File: src/rtl/brl_pkg.sv
// Shared constants and types for the line rasteriser.
// No dependencies; every other source file uses this package.
`default_nettype none

package brl_pkg;

  // Default coordinate width of the rasteriser
  localparam int unsigned COORD_BITS_DEF = 11;

  // Request mode codes
  typedef enum logic {
    MODE_LOAD = 1'b0,
    MODE_STEP = 1'b1
  } mode_e;

endpackage

`default_nettype wire

File: src/rtl/brl_if.sv
// Valid/ready channel interfaces of the line rasteriser: requests in,
// classified commands between front and back, pixels out. Uses brl_pkg.
`default_nettype none

interface brl_cmd_if #(
  parameter int unsigned CB = brl_pkg::COORD_BITS_DEF
);
  logic          valid;
  logic          ready;
  logic          mode;
  logic [CB-1:0] x_start;
  logic [CB-1:0] y_start;
  logic [CB-1:0] x_end;
  logic [CB-1:0] y_end;

  modport source (output valid, mode, x_start, y_start, x_end, y_end, input ready);
  modport sink   (input valid, mode, x_start, y_start, x_end, y_end, output ready);
endinterface

interface brl_q_if #(
  parameter int unsigned CB = brl_pkg::COORD_BITS_DEF
);
  typedef struct packed {
    logic          is_load;
    logic          steep;
    logic          minor_down;
    logic [CB-1:0] major_pos;
    logic [CB-1:0] minor_pos;
    logic [CB-1:0] major_end;
    logic [CB-1:0] major_delta;
    logic [CB-1:0] minor_delta;
  } op_t;

  logic valid;
  logic ready;
  op_t  data;

  modport source (output valid, data, input ready);
  modport sink   (input valid, data, output ready);
endinterface

interface brl_pix_if #(
  parameter int unsigned CB = brl_pkg::COORD_BITS_DEF
);
  logic          valid;
  logic          ready;
  logic [CB-1:0] pixel_x;
  logic [CB-1:0] pixel_y;
  logic          last_pixel;

  modport source (output valid, pixel_x, pixel_y, last_pixel, input ready);
  modport sink   (input valid, pixel_x, pixel_y, last_pixel, output ready);
endinterface

`default_nettype wire

File: src/rtl/bresenham_line_rasterizer.sv
// Bresenham line rasteriser: a load request sets up a line, each step
// request on an active line yields one pixel. An accepted step request
// passes the command queue and then the output register.
// Throughput: one request per cycle unless pix_o stalls; error update is combinational.
// Reset (rst_ni low, asynchronous) empties the queue and drops any line.
// Uses brl_pkg, brl_if, brl_front, brl_queue and brl_back.
`default_nettype none

module bresenham_line_rasterizer #(
  parameter int unsigned COORD_BITS = brl_pkg::COORD_BITS_DEF
) (
  input  wire logic clk_i,
  input  wire logic rst_ni,
  brl_cmd_if.sink   cmd_i,
  brl_pix_if.source pix_o
);
  import brl_pkg::*;

  brl_q_if #(.CB(COORD_BITS)) front_q ();
  brl_q_if #(.CB(COORD_BITS)) q_back ();

  brl_front #(.COORD_BITS(COORD_BITS)) u_front (
    .cmd_i (cmd_i),
    .op_o  (front_q)
  );

  brl_queue #(.COORD_BITS(COORD_BITS)) u_queue (
    .clk_i  (clk_i),
    .rst_ni (rst_ni),
    .op_i   (front_q),
    .op_o   (q_back)
  );

  brl_back #(.COORD_BITS(COORD_BITS)) u_back (
    .clk_i  (clk_i),
    .rst_ni (rst_ni),
    .op_i   (q_back),
    .pix_o  (pix_o)
  );

endmodule

`default_nettype wire

File: src/rtl/brl_front.sv
// Front end: accepts requests and classifies load requests into a
// major/minor line description. Depends on brl_pkg and brl_if.
`default_nettype none

module brl_front #(
  parameter int unsigned COORD_BITS = brl_pkg::COORD_BITS_DEF
) (
  brl_cmd_if.sink  cmd_i,
  brl_q_if.source  op_o
);
  import brl_pkg::*;

  logic [COORD_BITS-1:0] dx, dy;
  logic                  steep;
  logic [COORD_BITS-1:0] ma, na, mb, nb;
  logic [COORD_BITS-1:0] m_lo, n_lo, m_hi, n_hi;
  logic                  is_load;

  assign is_load = (cmd_i.mode == MODE_LOAD);

  // Measure both spans and pick the major axis
  assign dx    = (cmd_i.x_start > cmd_i.x_end) ? cmd_i.x_start - cmd_i.x_end
                                               : cmd_i.x_end - cmd_i.x_start;
  assign dy    = (cmd_i.y_start > cmd_i.y_end) ? cmd_i.y_start - cmd_i.y_end
                                               : cmd_i.y_end - cmd_i.y_start;
  assign steep = dx < dy;

  always_comb begin
    if (steep) begin
      ma = cmd_i.y_start; na = cmd_i.x_start;
      mb = cmd_i.y_end;   nb = cmd_i.x_end;
    end else begin
      ma = cmd_i.x_start; na = cmd_i.y_start;
      mb = cmd_i.x_end;   nb = cmd_i.y_end;
    end
  end

  // Order the endpoints so the major coordinate rises
  always_comb begin
    if (mb < ma) begin
      m_lo = mb; n_lo = nb; m_hi = ma; n_hi = na;
    end else begin
      m_lo = ma; n_lo = na; m_hi = mb; n_hi = nb;
    end
  end

  // Build the queued command; step requests carry no geometry
  always_comb begin
    op_o.data             = '0;
    op_o.data.is_load     = is_load;
    if (is_load) begin
      op_o.data.steep       = steep;
      op_o.data.major_pos   = m_lo;
      op_o.data.minor_pos   = n_lo;
      op_o.data.major_end   = m_hi;
      op_o.data.major_delta = m_hi - m_lo;
      op_o.data.minor_delta = (n_hi < n_lo) ? n_lo - n_hi : n_hi - n_lo;
      op_o.data.minor_down  = n_hi < n_lo;
    end
  end

  assign op_o.valid  = cmd_i.valid;
  assign cmd_i.ready = op_o.ready;

endmodule

`default_nettype wire

File: src/rtl/brl_queue.sv
// Two-entry command queue between front and back end.
// Depends on brl_pkg and brl_if.
`default_nettype none

module brl_queue #(
  parameter int unsigned COORD_BITS = brl_pkg::COORD_BITS_DEF
) (
  input  wire logic clk_i,
  input  wire logic rst_ni,
  brl_q_if.sink     op_i,
  brl_q_if.source   op_o
);
  import brl_pkg::*;

  localparam int unsigned Depth = 2;
  localparam int unsigned PtrW  = $clog2(Depth);
  localparam int unsigned CntW  = $clog2(Depth + 1);
  localparam int unsigned OpW   = 3 + 5 * COORD_BITS;

  logic [OpW-1:0]  mem_q [Depth];
  logic [PtrW-1:0] wr_ptr_q, rd_ptr_q;
  logic [CntW-1:0] count_q;
  logic            push, pop;

  assign op_i.ready = (count_q != CntW'(Depth));
  assign op_o.valid = (count_q != '0);
  assign op_o.data  = mem_q[rd_ptr_q];
  assign push       = op_i.valid && op_i.ready;
  assign pop        = op_o.valid && op_o.ready;

  // Store incoming commands
  always_ff @(posedge clk_i) begin
    if (push) begin
      mem_q[wr_ptr_q] <= op_i.data;
    end
  end

  // Advance pointers and fill count
  always_ff @(posedge clk_i or negedge rst_ni) begin
    if (!rst_ni) begin
      wr_ptr_q <= '0;
      rd_ptr_q <= '0;
      count_q  <= '0;
    end else begin
      if (push) wr_ptr_q <= wr_ptr_q + 1'b1;
      if (pop)  rd_ptr_q <= rd_ptr_q + 1'b1;
      if (push && !pop) begin
        count_q <= count_q + 1'b1;
      end else if (pop && !push) begin
        count_q <= count_q - 1'b1;
      end
    end
  end

  a_count_bound: assert property (@(posedge clk_i) disable iff (!rst_ni)
    count_q <= CntW'(Depth))
    else $error("queue fill count beyond depth");

  a_count_push: assert property (@(posedge clk_i) disable iff (!rst_ni)
    (push && !pop) |=> (count_q == $past(count_q) + 1'b1))
    else $error("queue fill count missed a push");

endmodule

`default_nettype wire

File: src/rtl/brl_back.sv
// Back end: holds the active line, steps it one pixel per step command and
// registers each pixel in an output stage. Depends on brl_pkg and brl_if.
`default_nettype none

module brl_back #(
  parameter int unsigned COORD_BITS = brl_pkg::COORD_BITS_DEF
) (
  input  wire logic clk_i,
  input  wire logic rst_ni,
  brl_q_if.sink     op_i,
  brl_pix_if.source pix_o
);
  import brl_pkg::*;

  localparam int unsigned EW = COORD_BITS + 2;

  logic                  active_q, active_d;
  logic                  steep_q;
  logic                  minor_down_q;
  logic [COORD_BITS-1:0] major_pos_q, major_pos_d;
  logic [COORD_BITS-1:0] minor_pos_q, minor_pos_d;
  logic [COORD_BITS-1:0] major_end_q;
  logic [COORD_BITS-1:0] major_delta_q;
  logic [COORD_BITS-1:0] minor_delta_q;
  logic signed [EW-1:0]  err_q, err_d;
  logic signed [EW-1:0]  err_acc;
  logic signed [EW:0]    err_dbl;
  logic                  advance;
  logic                  last;

  logic                  out_valid_q, out_valid_d;
  logic [COORD_BITS-1:0] px_q, py_q;
  logic                  last_q;

  logic                  out_free;
  logic                  pop;
  logic                  is_load;
  logic                  emit;

  assign is_load    = op_i.data.is_load;
  assign out_free   = !out_valid_q || pix_o.ready;
  assign op_i.ready = is_load || !active_q || out_free;
  assign pop        = op_i.valid && op_i.ready;
  assign emit       = pop && !is_load && active_q;

  // Error update for one step along the major axis
  assign last    = (major_pos_q == major_end_q);
  assign err_acc = err_q + $signed({2'b00, minor_delta_q});
  assign err_dbl = {err_acc, 1'b0};
  assign advance = err_dbl > $signed({3'b000, major_delta_q});

  always_comb begin
    active_d    = active_q;
    major_pos_d = major_pos_q;
    minor_pos_d = minor_pos_q;
    err_d       = err_q;
    if (pop && is_load) begin
      active_d    = 1'b1;
      major_pos_d = op_i.data.major_pos;
      minor_pos_d = op_i.data.minor_pos;
      err_d       = '0;
    end else if (emit) begin
      err_d = err_acc;
      if (advance) begin
        minor_pos_d = minor_down_q ? minor_pos_q - 1'b1 : minor_pos_q + 1'b1;
        err_d       = err_acc - $signed({2'b00, major_delta_q});
      end
      if (last) begin
        active_d = 1'b0;
      end else begin
        major_pos_d = major_pos_q + 1'b1;
      end
    end
  end

  // Hold the output stage until taken
  assign out_valid_d = emit || (out_valid_q && !pix_o.ready);

  always_ff @(posedge clk_i or negedge rst_ni) begin
    if (!rst_ni) begin
      active_q    <= 1'b0;
      out_valid_q <= 1'b0;
      major_pos_q <= '0;
      minor_pos_q <= '0;
      err_q       <= '0;
    end else begin
      active_q    <= active_d;
      out_valid_q <= out_valid_d;
      major_pos_q <= major_pos_d;
      minor_pos_q <= minor_pos_d;
      err_q       <= err_d;
    end
  end

  // Latch line geometry on load
  always_ff @(posedge clk_i or negedge rst_ni) begin
    if (!rst_ni) begin
      steep_q       <= 1'b0;
      minor_down_q  <= 1'b0;
      major_end_q   <= '0;
      major_delta_q <= '0;
      minor_delta_q <= '0;
    end else if (pop && is_load) begin
      steep_q       <= op_i.data.steep;
      minor_down_q  <= op_i.data.minor_down;
      major_end_q   <= op_i.data.major_end;
      major_delta_q <= op_i.data.major_delta;
      minor_delta_q <= op_i.data.minor_delta;
    end
  end

  // Register the pixel, swapped back to x/y order for steep lines
  always_ff @(posedge clk_i) begin
    if (emit) begin
      px_q   <= steep_q ? minor_pos_q : major_pos_q;
      py_q   <= steep_q ? major_pos_q : minor_pos_q;
      last_q <= last;
    end
  end

  assign pix_o.valid      = out_valid_q;
  assign pix_o.pixel_x    = px_q;
  assign pix_o.pixel_y    = py_q;
  assign pix_o.last_pixel = last_q;

  a_load_arms: assert property (@(posedge clk_i) disable iff (!rst_ni)
    (pop && is_load) |=> (active_q && err_q == '0))
    else $error("load did not arm the line");

  a_last_ends: assert property (@(posedge clk_i) disable iff (!rst_ni)
    (emit && last) |=> !active_q)
    else $error("line still active after last pixel");

  a_emit_shows: assert property (@(posedge clk_i) disable iff (!rst_ni)
    emit |=> out_valid_q)
    else $error("stepped pixel not presented");

endmodule

`default_nettype wire

File: src/flat_wrapper.sv
// flat-port wrapper written by rule: the top's interface ports become plain ports
module bresenham_line_rasterizer_flat import brl_pkg::*;
#(
  parameter int unsigned COORD_BITS = brl_pkg::COORD_BITS_DEF
)
  (clk_i, rst_ni, cmd_i_valid, cmd_i_mode, cmd_i_x_start, cmd_i_y_start, cmd_i_x_end, cmd_i_y_end, cmd_i_ready, pix_o_valid, pix_o_pixel_x, pix_o_pixel_y, pix_o_last_pixel, pix_o_ready);
  brl_cmd_if #(.CB((COORD_BITS_DEF))) cmd_i_i ();
  brl_pix_if #(.CB((COORD_BITS_DEF))) pix_o_i ();
  input  wire logic clk_i;
  input  wire logic rst_ni;
  input wire logic [$bits(cmd_i_i.valid)-1:0] cmd_i_valid;
  input wire logic [$bits(cmd_i_i.mode)-1:0] cmd_i_mode;
  input wire logic [$bits(cmd_i_i.x_start)-1:0] cmd_i_x_start;
  input wire logic [$bits(cmd_i_i.y_start)-1:0] cmd_i_y_start;
  input wire logic [$bits(cmd_i_i.x_end)-1:0] cmd_i_x_end;
  input wire logic [$bits(cmd_i_i.y_end)-1:0] cmd_i_y_end;
  output wire logic [$bits(cmd_i_i.ready)-1:0] cmd_i_ready;
  output wire logic [$bits(pix_o_i.valid)-1:0] pix_o_valid;
  output wire logic [$bits(pix_o_i.pixel_x)-1:0] pix_o_pixel_x;
  output wire logic [$bits(pix_o_i.pixel_y)-1:0] pix_o_pixel_y;
  output wire logic [$bits(pix_o_i.last_pixel)-1:0] pix_o_last_pixel;
  input wire logic [$bits(pix_o_i.ready)-1:0] pix_o_ready;
  assign cmd_i_i.valid = cmd_i_valid;
  assign cmd_i_i.mode = cmd_i_mode;
  assign cmd_i_i.x_start = cmd_i_x_start;
  assign cmd_i_i.y_start = cmd_i_y_start;
  assign cmd_i_i.x_end = cmd_i_x_end;
  assign cmd_i_i.y_end = cmd_i_y_end;
  assign cmd_i_ready = cmd_i_i.ready;
  assign pix_o_valid = pix_o_i.valid;
  assign pix_o_pixel_x = pix_o_i.pixel_x;
  assign pix_o_pixel_y = pix_o_i.pixel_y;
  assign pix_o_last_pixel = pix_o_i.last_pixel;
  assign pix_o_i.ready = pix_o_ready;
  bresenham_line_rasterizer #(.COORD_BITS(COORD_BITS)) u_core (.clk_i(clk_i), .rst_ni(rst_ni), .cmd_i(cmd_i_i), .pix_o(pix_o_i));
endmodule
File: config.mk
export PLATFORM = sky130hd
export DESIGN_NAME = bresenham_line_rasterizer_flat
export DESIGN_NICKNAME = d
export VERILOG_FILES = /design/src/rtl/brl_pkg.sv /design/src/rtl/brl_if.sv /design/src/rtl/bresenham_line_rasterizer.sv /design/src/rtl/brl_front.sv /design/src/rtl/brl_queue.sv /design/src/rtl/brl_back.sv /design/src/flat_wrapper.sv
export SDC_FILE = /design/constraint.sdc
export NUM_CORES = 1
export LEC_CHECK = 0
export BUFFER_PORTS_ARGS = -buffer_cell sky130_fd_sc_hd__buf_4
export CELL_PAD_IN_SITES_DETAIL_PLACEMENT = 0
export CELL_PAD_IN_SITES_GLOBAL_PLACEMENT = 1
export CORE_ASPECT_RATIO = 0.6
export CORE_MARGIN = 1
export CORE_UTILIZATION = 53
export CTS_CLUSTER_DIAMETER = 80
export DETAILED_ROUTE_END_ITERATION = 8
export GPL_TIMING_DRIVEN = 0
export MAX_ROUTING_LAYER = met4
export PLACE_DENSITY_LB_ADDON = 0.1
export SLEW_MARGIN = 0
export SYNTH_ARGS = -nofsm -noshare
export SYNTH_HDL_FRONTEND = slang
export SYNTH_HIERARCHICAL = 1
export SYNTH_SLANG_ARGS = --single-unit
File: constraint.sdc
create_clock -name clk_i -period 6.1 [get_ports clk_i]
set_input_delay 0.915 -clock clk_i [delete_from_list [all_inputs] [get_ports clk_i]]
set_output_delay 0.915 -clock clk_i [all_outputs]
set_load 0.005 [all_outputs]
== After elaboration in Yosys (flattened, before gate mapping) ==
Memories as Yosys holds them, arrays and structs flattened.
Cells that the tools add are included.
Storage, ports and cells
  output and inout port bits: 25
  bits in writable memories: 116
  flip-flop bits (word level): 99
  input port bits: 49
  memories kept: 1
Memories
  u_core.u_queue.mem_q: words 2, width 58, rd ports 1, clocked after memory_dff 0, wr ports 1, line brl_queue.sv:20  | logic [OpW-1:0] mem_q [Depth];
Cells by class
  equal/unequal tests: 3
  mux-type cells: 31
  bitwise operators: 1
  reduce and logical (&&, ||, !) cells: 26
  magnitude comparators: 6
  add/sub/neg operators: 16
Operators by type and width (number)
  $mux W11: 20
  $sub A11 B11 Y11: 7
  $mux W57: 1
  $mux W13: 3
  $lt A11 B11 Y1: 3
  $add A11 B1 Y11 const B: 2
  $gt A11 B11 Y1: 2
  $gt A14 B12 Y1: 1
  $add A13 B12 Y13: 1
  $sub A13 B12 Y13: 1
  $eq A11 B11 Y1: 1
  $sub A11 B1 Y11 const B: 1
  $reduce_bool A2 Y1: 5
  $logic_and A1 B1 Y1: 8
  $logic_not A1 Y1: 6
  $reduce_and A2 Y1: 3
  $mux W1: 5
  $logic_or A1 B1 Y1: 4
  $mux W2: 2
  $add A1 B1 Y1 const B: 2
  $add A2 B1 Y2 const B: 1
  $ne A2 B1 Y1 const B: 1
  $ne A2 B2 Y1 const B: 1
  $sub A2 B1 Y2 const B: 1
  $not A1 Y1: 1

== Depth between registers and ports, before layout ==
  depth in word-level cells: 9
  depth in mapped cells: 47

== Modules after synthesis ==
The synthesis kept the hierarchy.
Modules (own cells, without submodules)
  brl_back: cells an instance 622, sequential area each 2492.4 um^2, area each 6003.3 um^2, instances 1
  brl_front: cells an instance 831, sequential area each 0.0 um^2, area each 5471.5 um^2, instances 1
  brl_queue: cells an instance 199, sequential area each 3583.4 um^2, area each 4425.5 um^2, instances 1

== Worst setup path after synthesis ==
No wires, ideal clock.
  kind: input -> register
  start point: input cmd_i_x_start[1]
  end point: memory u_core/u_queue/mem_q[0][7] in the netlist's numbering, data pin
  arrival: 9.891 ns
  cell stages on the path: 43
  setup time: 0.258 ns
  setup slack: -4.048 ns
  path buffers: 8
  cell sequence: inv_1 -> ha_1 -> nor2b_1 -> o21ai_1 -> a21boi_0 -> o21ai_1 -> a21oi_1 -> a41o_1 -> o31ai_2 -> buf_4 -> a21oi_1 -> a2111oi_0 -> xnor2_1 -> ha_1 -> and3_1 -> nand4_1 -> a21oi_1 -> clkbuf_1 -> [7 not listed] -> clkbuf_1 -> clkbuf_1 -> nand2_1 -> nand2_1 -> inv_1 -> ha_1 -> clkbuf_1 -> a21o_1 -> a21o_1 -> a21oi_1 -> o21ai_0 -> a2111oi_0 -> a21oi_2 -> a21oi_2 -> buf_4 -> mux2i_1 -> xnor2_1 -> and2_1
RTL lines
  start, declared: line flat_wrapper.sv:13  | input wire logic [$bits(cmd_i_i.x_start)-1:0] cmd_i_x_start;
  end, declared: line brl_queue.sv:20

==> metrics.txt <==
# TYPE chip_impl_metric gauge
chip_impl_info{name="outcome",value="finished with violations"} 1
chip_impl_info{name="violations",value="setup timing"} 1
chip_impl_metric{name="yosysSeqAreaShare",unit="%"} 38.2
chip_impl_metric{name="fmaxAchievable",unit="GHz"} 0.110
chip_impl_metric{name="floorplan.die_area",unit="µm²"} 30700
chip_impl_metric{name="gr-usage-all-layers",unit="%"} 36.4
chip_impl_metric{name="number_of_detailed_routing_iterations_run_before_antenna_repair",unit=""} 6
chip_impl_metric{name="antenna_found_initial",unit=""} 0
chip_impl_info{name="biggest_area_contributors_in_the_synthesized_netlist",value="edfxtp_1, dfrtp_1, ha_1"} 1
chip_impl_metric{name="setup_ws",unit="ps"} -3030
chip_impl_metric{name="portBuffers",unit=""} 71
chip_impl_metric{name="antenna_cells",unit=""} 0
chip_impl_info{name="synthMostInstantiatedCell",value="nand2_1"} 1
chip_impl_metric{name="cts-buffers-inserted",unit=""} 19
chip_impl_metric{name="share_of_the_synthesized_area_in_compound_gates_ao_oa_aoi_oai",unit="%"} 17.3
chip_impl_metric{name="yosys_synthesis_warning_count",unit=""} 6
chip_impl_metric{name="synth.mux.area_fraction",unit="%"} 8.88
chip_impl_metric{name="timing_hold_violations_final",unit=""} 0
chip_impl_info{name="worstSetupStartpointType",value="input pin"} 1
chip_impl_metric{name="boundaryPins",unit=""} 74
chip_impl_metric{name="setup_violations",unit=""} 108
chip_impl_metric{name="number_of_flip_flops_and_latches_in_the_synthesized_netlist",unit=""} 215
chip_impl_metric{name="cts_hold_buffers",unit=""} 0
chip_impl_metric{name="mapped_avg_cell_area",unit="µm²"} 9.62
chip_impl_metric{name="area_growth",unit="%"} 32.4
chip_impl_metric{name="post_drt_via_cell_ratio",unit=""} 6.17
chip_impl_info{name="critical-path-top-cell-by-count",value="buf_6"} 1
chip_impl_metric{name="starting_drt_drc_count",unit=""} 1732
chip_impl_metric{name="grt_start_max_net_pins",unit=""} 77
chip_impl_metric{name="finalWirelength",unit="mm"} 55.9
chip_impl_metric{name="vias_in_the_first_global_route",unit=""} 13400
chip_impl_metric{name="fin_crit",unit="ps"} 9130
chip_impl_metric{name="htree_levels",unit=""} 1
chip_impl_metric{name="grt-ovfl-total",unit=""} 0
chip_impl_metric{name="synth.net_count",unit=""} 1836
chip_impl_metric{name="final.fill_count",unit=""} 2098
chip_impl_info{name="clock_tree.root_cell",value="clkbuf_16"} 1
chip_impl_metric{name="synth-simple-area-share",unit="%"} 15.0
chip_impl_info{name="endpoint_kind",value="flip-flop"} 1
chip_impl_info{name="dominant_combinational_cell_family_by_area_after_synthesis",value="compound AO/OA/AOI/OAI gates"} 1
chip_impl_metric{name="num_vias",unit=""} 14300
chip_impl_metric{name="drc_errors",unit=""} 0
chip_impl_metric{name="clock_skew",unit="ps"} 25.7
chip_impl_metric{name="synth-edff-count",unit=""} 139
chip_impl_metric{name="syn_area",unit="µm²"} 15900
chip_impl_info{name="grt_setup_unrepaired",value="true"} 1
chip_impl_metric{name="max-cap-violations",unit=""} 0
chip_impl_metric{name="post_route_cells_drive_above_1_share",unit="%"} 36.4
chip_impl_metric{name="timing.max_slew.rel_slack",unit="%"} 23.4
chip_impl_metric{name="route.detailed.wl_per_inst",unit="µm"} 24.0
chip_impl_info{name="post-synth-top-area-cell",value="edfxtp_1"} 1
chip_impl_metric{name="worst-endpoint-required",unit="ps"} 6340
chip_impl_metric{name="final.setup.tns",unit="ps"} -173220
chip_impl_metric{name="critPathMaxFanout",unit=""} 8
chip_impl_metric{name="die-height",unit="µm"} 136
chip_impl_metric{name="final_nets",unit=""} 2096
chip_impl_metric{name="hpwl",unit="mm"} 40.0
chip_impl_metric{name="yosys.area_share.xor_xnor",unit="%"} 4.56
chip_impl_metric{name="synth_cell_types",unit=""} 98
chip_impl_metric{name="path_clk_slew",unit="ps"} 60
chip_impl_metric{name="clockBufferDepth",unit=""} 3
chip_impl_metric{name="globalplace.congestion",unit=""} 1.03
chip_impl_metric{name="critical_path.max_stage_delay",unit="ps"} 410
chip_impl_metric{name="initial_core_util",unit="%"} 54.6
chip_impl_info{name="critPathSlowestCell",value="ha_2"} 1
chip_impl_metric{name="transition_time_at_the_pin_with_the_least_slew_margin",unit="ps"} 1150
chip_impl_metric{name="timing.critical_path.arrival",unit="ps"} 9370
chip_impl_metric{name="rows",unit=""} 48
chip_impl_info{name="synthTopCellsByCount",value="nand2_1, edfxtp_1, nor2_1, ha_1, inv_1"} 1
chip_impl_metric{name="fraction_of_post_synthesis_cell_area_in_the_top_cell_type_by_area",unit="%"} 26.3
chip_impl_info{name="critical_setup_path_kind",value="input pin to flip-flop"} 1
chip_impl_metric{name="synth_cells",unit=""} 1652
chip_impl_info{name="cts_tree",value="yes"} 1
chip_impl_metric{name="antenna_violating_nets_post_route",unit=""} 0
chip_impl_metric{name="placeableCoreArea",unit="µm²"} 29100
chip_impl_metric{name="asyncSetResetFlopFracSynth",unit="%"} 35.3
chip_impl_info{name="hp-class",value="flip-flop to flip-flop"} 1
chip_impl_metric{name="clock-sinks",unit=""} 215
chip_impl_info{name="synth-main-ff-cell",value="edfxtp_1"} 1
chip_impl_metric{name="first_pass_grt_wire_length",unit="mm"} 80.5
chip_impl_metric{name="post_synth_fa_ha_maj_area_fraction",unit="%"} 11.0
chip_impl_metric{name="die_x_extent",unit="µm"} 226
chip_impl_metric{name="worstSkewPairLatency",unit="ps"} 510
chip_impl_metric{name="final_cycle_share",unit="%"} 150
chip_impl_metric{name="final-max-slew-violation-count",unit=""} 0
==> metal layers <==
| layer | vias up | routed length [µm] | GRT usage [%] |
|---|---|---|---|
| met3 | 75 | 7410 | 14.5 |
| li1 | 6449 | - | - |
| met5 | - | 0 | - |
| met2 | 730 | 21500 | 45.7 |
| met1 | 7091 | 26300 | 55.1 |
| met4 | 0 | 622 | 3.33 |
==> cell usage in the layout (no fill, tap or decap), types with 27 or more instances in the layout <==
cell type,n
a211oi_2,27
buf_4,208
inv_1,91
clkbuf_16,27
nand2_1,206
nor2_1,93
edfxtp_1,139
a21o_1,41
mux2i_1,34
dfrtp_1,76
o21ai_0,50
ha_1,90
buf_6,38
a21oi_1,71
xnor2_1,43
nand3_1,28
xor2_1,35
mux2_2,72
==> timing repair <==
item                       4_1_cts  5_1_grt
pin swaps                      110       70
buffers inserted               117       59
cloned                           2        1
gates resized for setup        214      149
setup endpoints to repair      114      108
==> cell families (layout without fill, tap and decap cells) <==
family	after synthesis	after routing
and+or+nand+nor	525	525
AOI/OAI and AO/OA	390	390
DFF	215	215
buffers and inverters	179	452
adders and majority gates	135	135
muxes	126	126
xor gates and xnor gates	82	82
==> worst max-delay path, delay by kind of cell <==
family                     cells  cell delay (ps)
AOI/OAI and AO/OA             16             3270
buffers and inverters         15             2200
and+or+nand+nor                6              920
adders and majority gates      4             1170
xor gates and xnor gates       1              140
muxes                          2              690
==> final cells by class <==
type	instances	area, µm²	share of cell area [%]
buffer	67	683	3.24
clock buffer	22	487	2.31
clock inverter	12	120	0.570
inverter	105	415	1.97
multi-input combinational	1258	10700	50.8
sequential	215	6080	28.9
tap	400	500	2.38
timing repair buffer	246	2090	9.92
==> flip-flops by register name (all words and copies together) (netlist names) <==
| signal | count |
|---|---|
| u_core/u_back/active_q | 1 |
| u_core/u_back/pix_o.pixel_x | 11 |
| u_core/u_back/major_delta_q | 11 |
| u_core/u_back/minor_pos_q | 11 |
| u_core/u_back/major_pos_q | 11 |
| u_core/u_queue/wr_ptr_q | 1 |
| u_core/u_back/pix_o.valid | 1 |
| u_core/u_back/major_end_q | 11 |
| u_core/u_queue/count_q | 2 |
| u_core/u_back/minor_delta_q | 11 |
| u_core/u_back/pix_o.pixel_y | 11 |
| u_core/u_back/steep_q | 1 |
| u_core/u_queue/rd_ptr_q | 1 |
| u_core/u_back/minor_down_q | 1 |
| u_core/u_back/pix_o.last_pixel | 1 |
| u_core/u_back/err_q | 13 |
| u_core/u_queue/mem_q | 116 |
==> per-stage QoR <==
stage | instance area (µm²) | utilization [%] | hold WS [ps] | instances | setup WS [ps]
6_report | 21100 | 72.3 | 496 | 2325 | -3030
5_1_grt | 21100 | 72.3 | 513 | 2325 | -3180
4_1_cts | 20000 | 68.8 | 495 | 2270 | -2740
3_5_place_dp | 17500 | 60.1 | 480 | 2125 | -5580
3_3_place_gp | 17500 | 60.0 | 475 | 2123 | -5570
2_1_floorplan | 16400 | - | 452 | 1652 | -2720
==> final timing paths <==
kind	from	to	slack, ps	depth (start not counted)
setup / recovery	cmd_i_y_start[7]	u_core/u_queue/mem_q[1][9]$_DFFE_PP_	-3030	44
hold / removal	u_core/u_back/minor_delta_q[5]$_DFFE_PN0P_	u_core/u_back/minor_delta_q[5]$_DFFE_PN0P_	500	2
setup reg to reg	u_core/u_back/minor_delta_q[0]$_DFFE_PN0P_	u_core/u_back/minor_pos_q[6]$_DFFE_PN0P_	1850	17
hold reg to reg	u_core/u_back/minor_delta_q[5]$_DFFE_PN0P_	u_core/u_back/minor_delta_q[5]$_DFFE_PN0P_	500	2
max in group asynchronous	rst_ni	u_core/u_back/minor_delta_q[8]$_DFFE_PN0P_	4850	1
min in group asynchronous	rst_ni	u_core/u_queue/count_q[1]$_DFFE_PN0P_	540	1
Power is left out: the tool's default activity adds up to more than one toggle a clock period on the data nets, which glitch-free logic cannot reach.
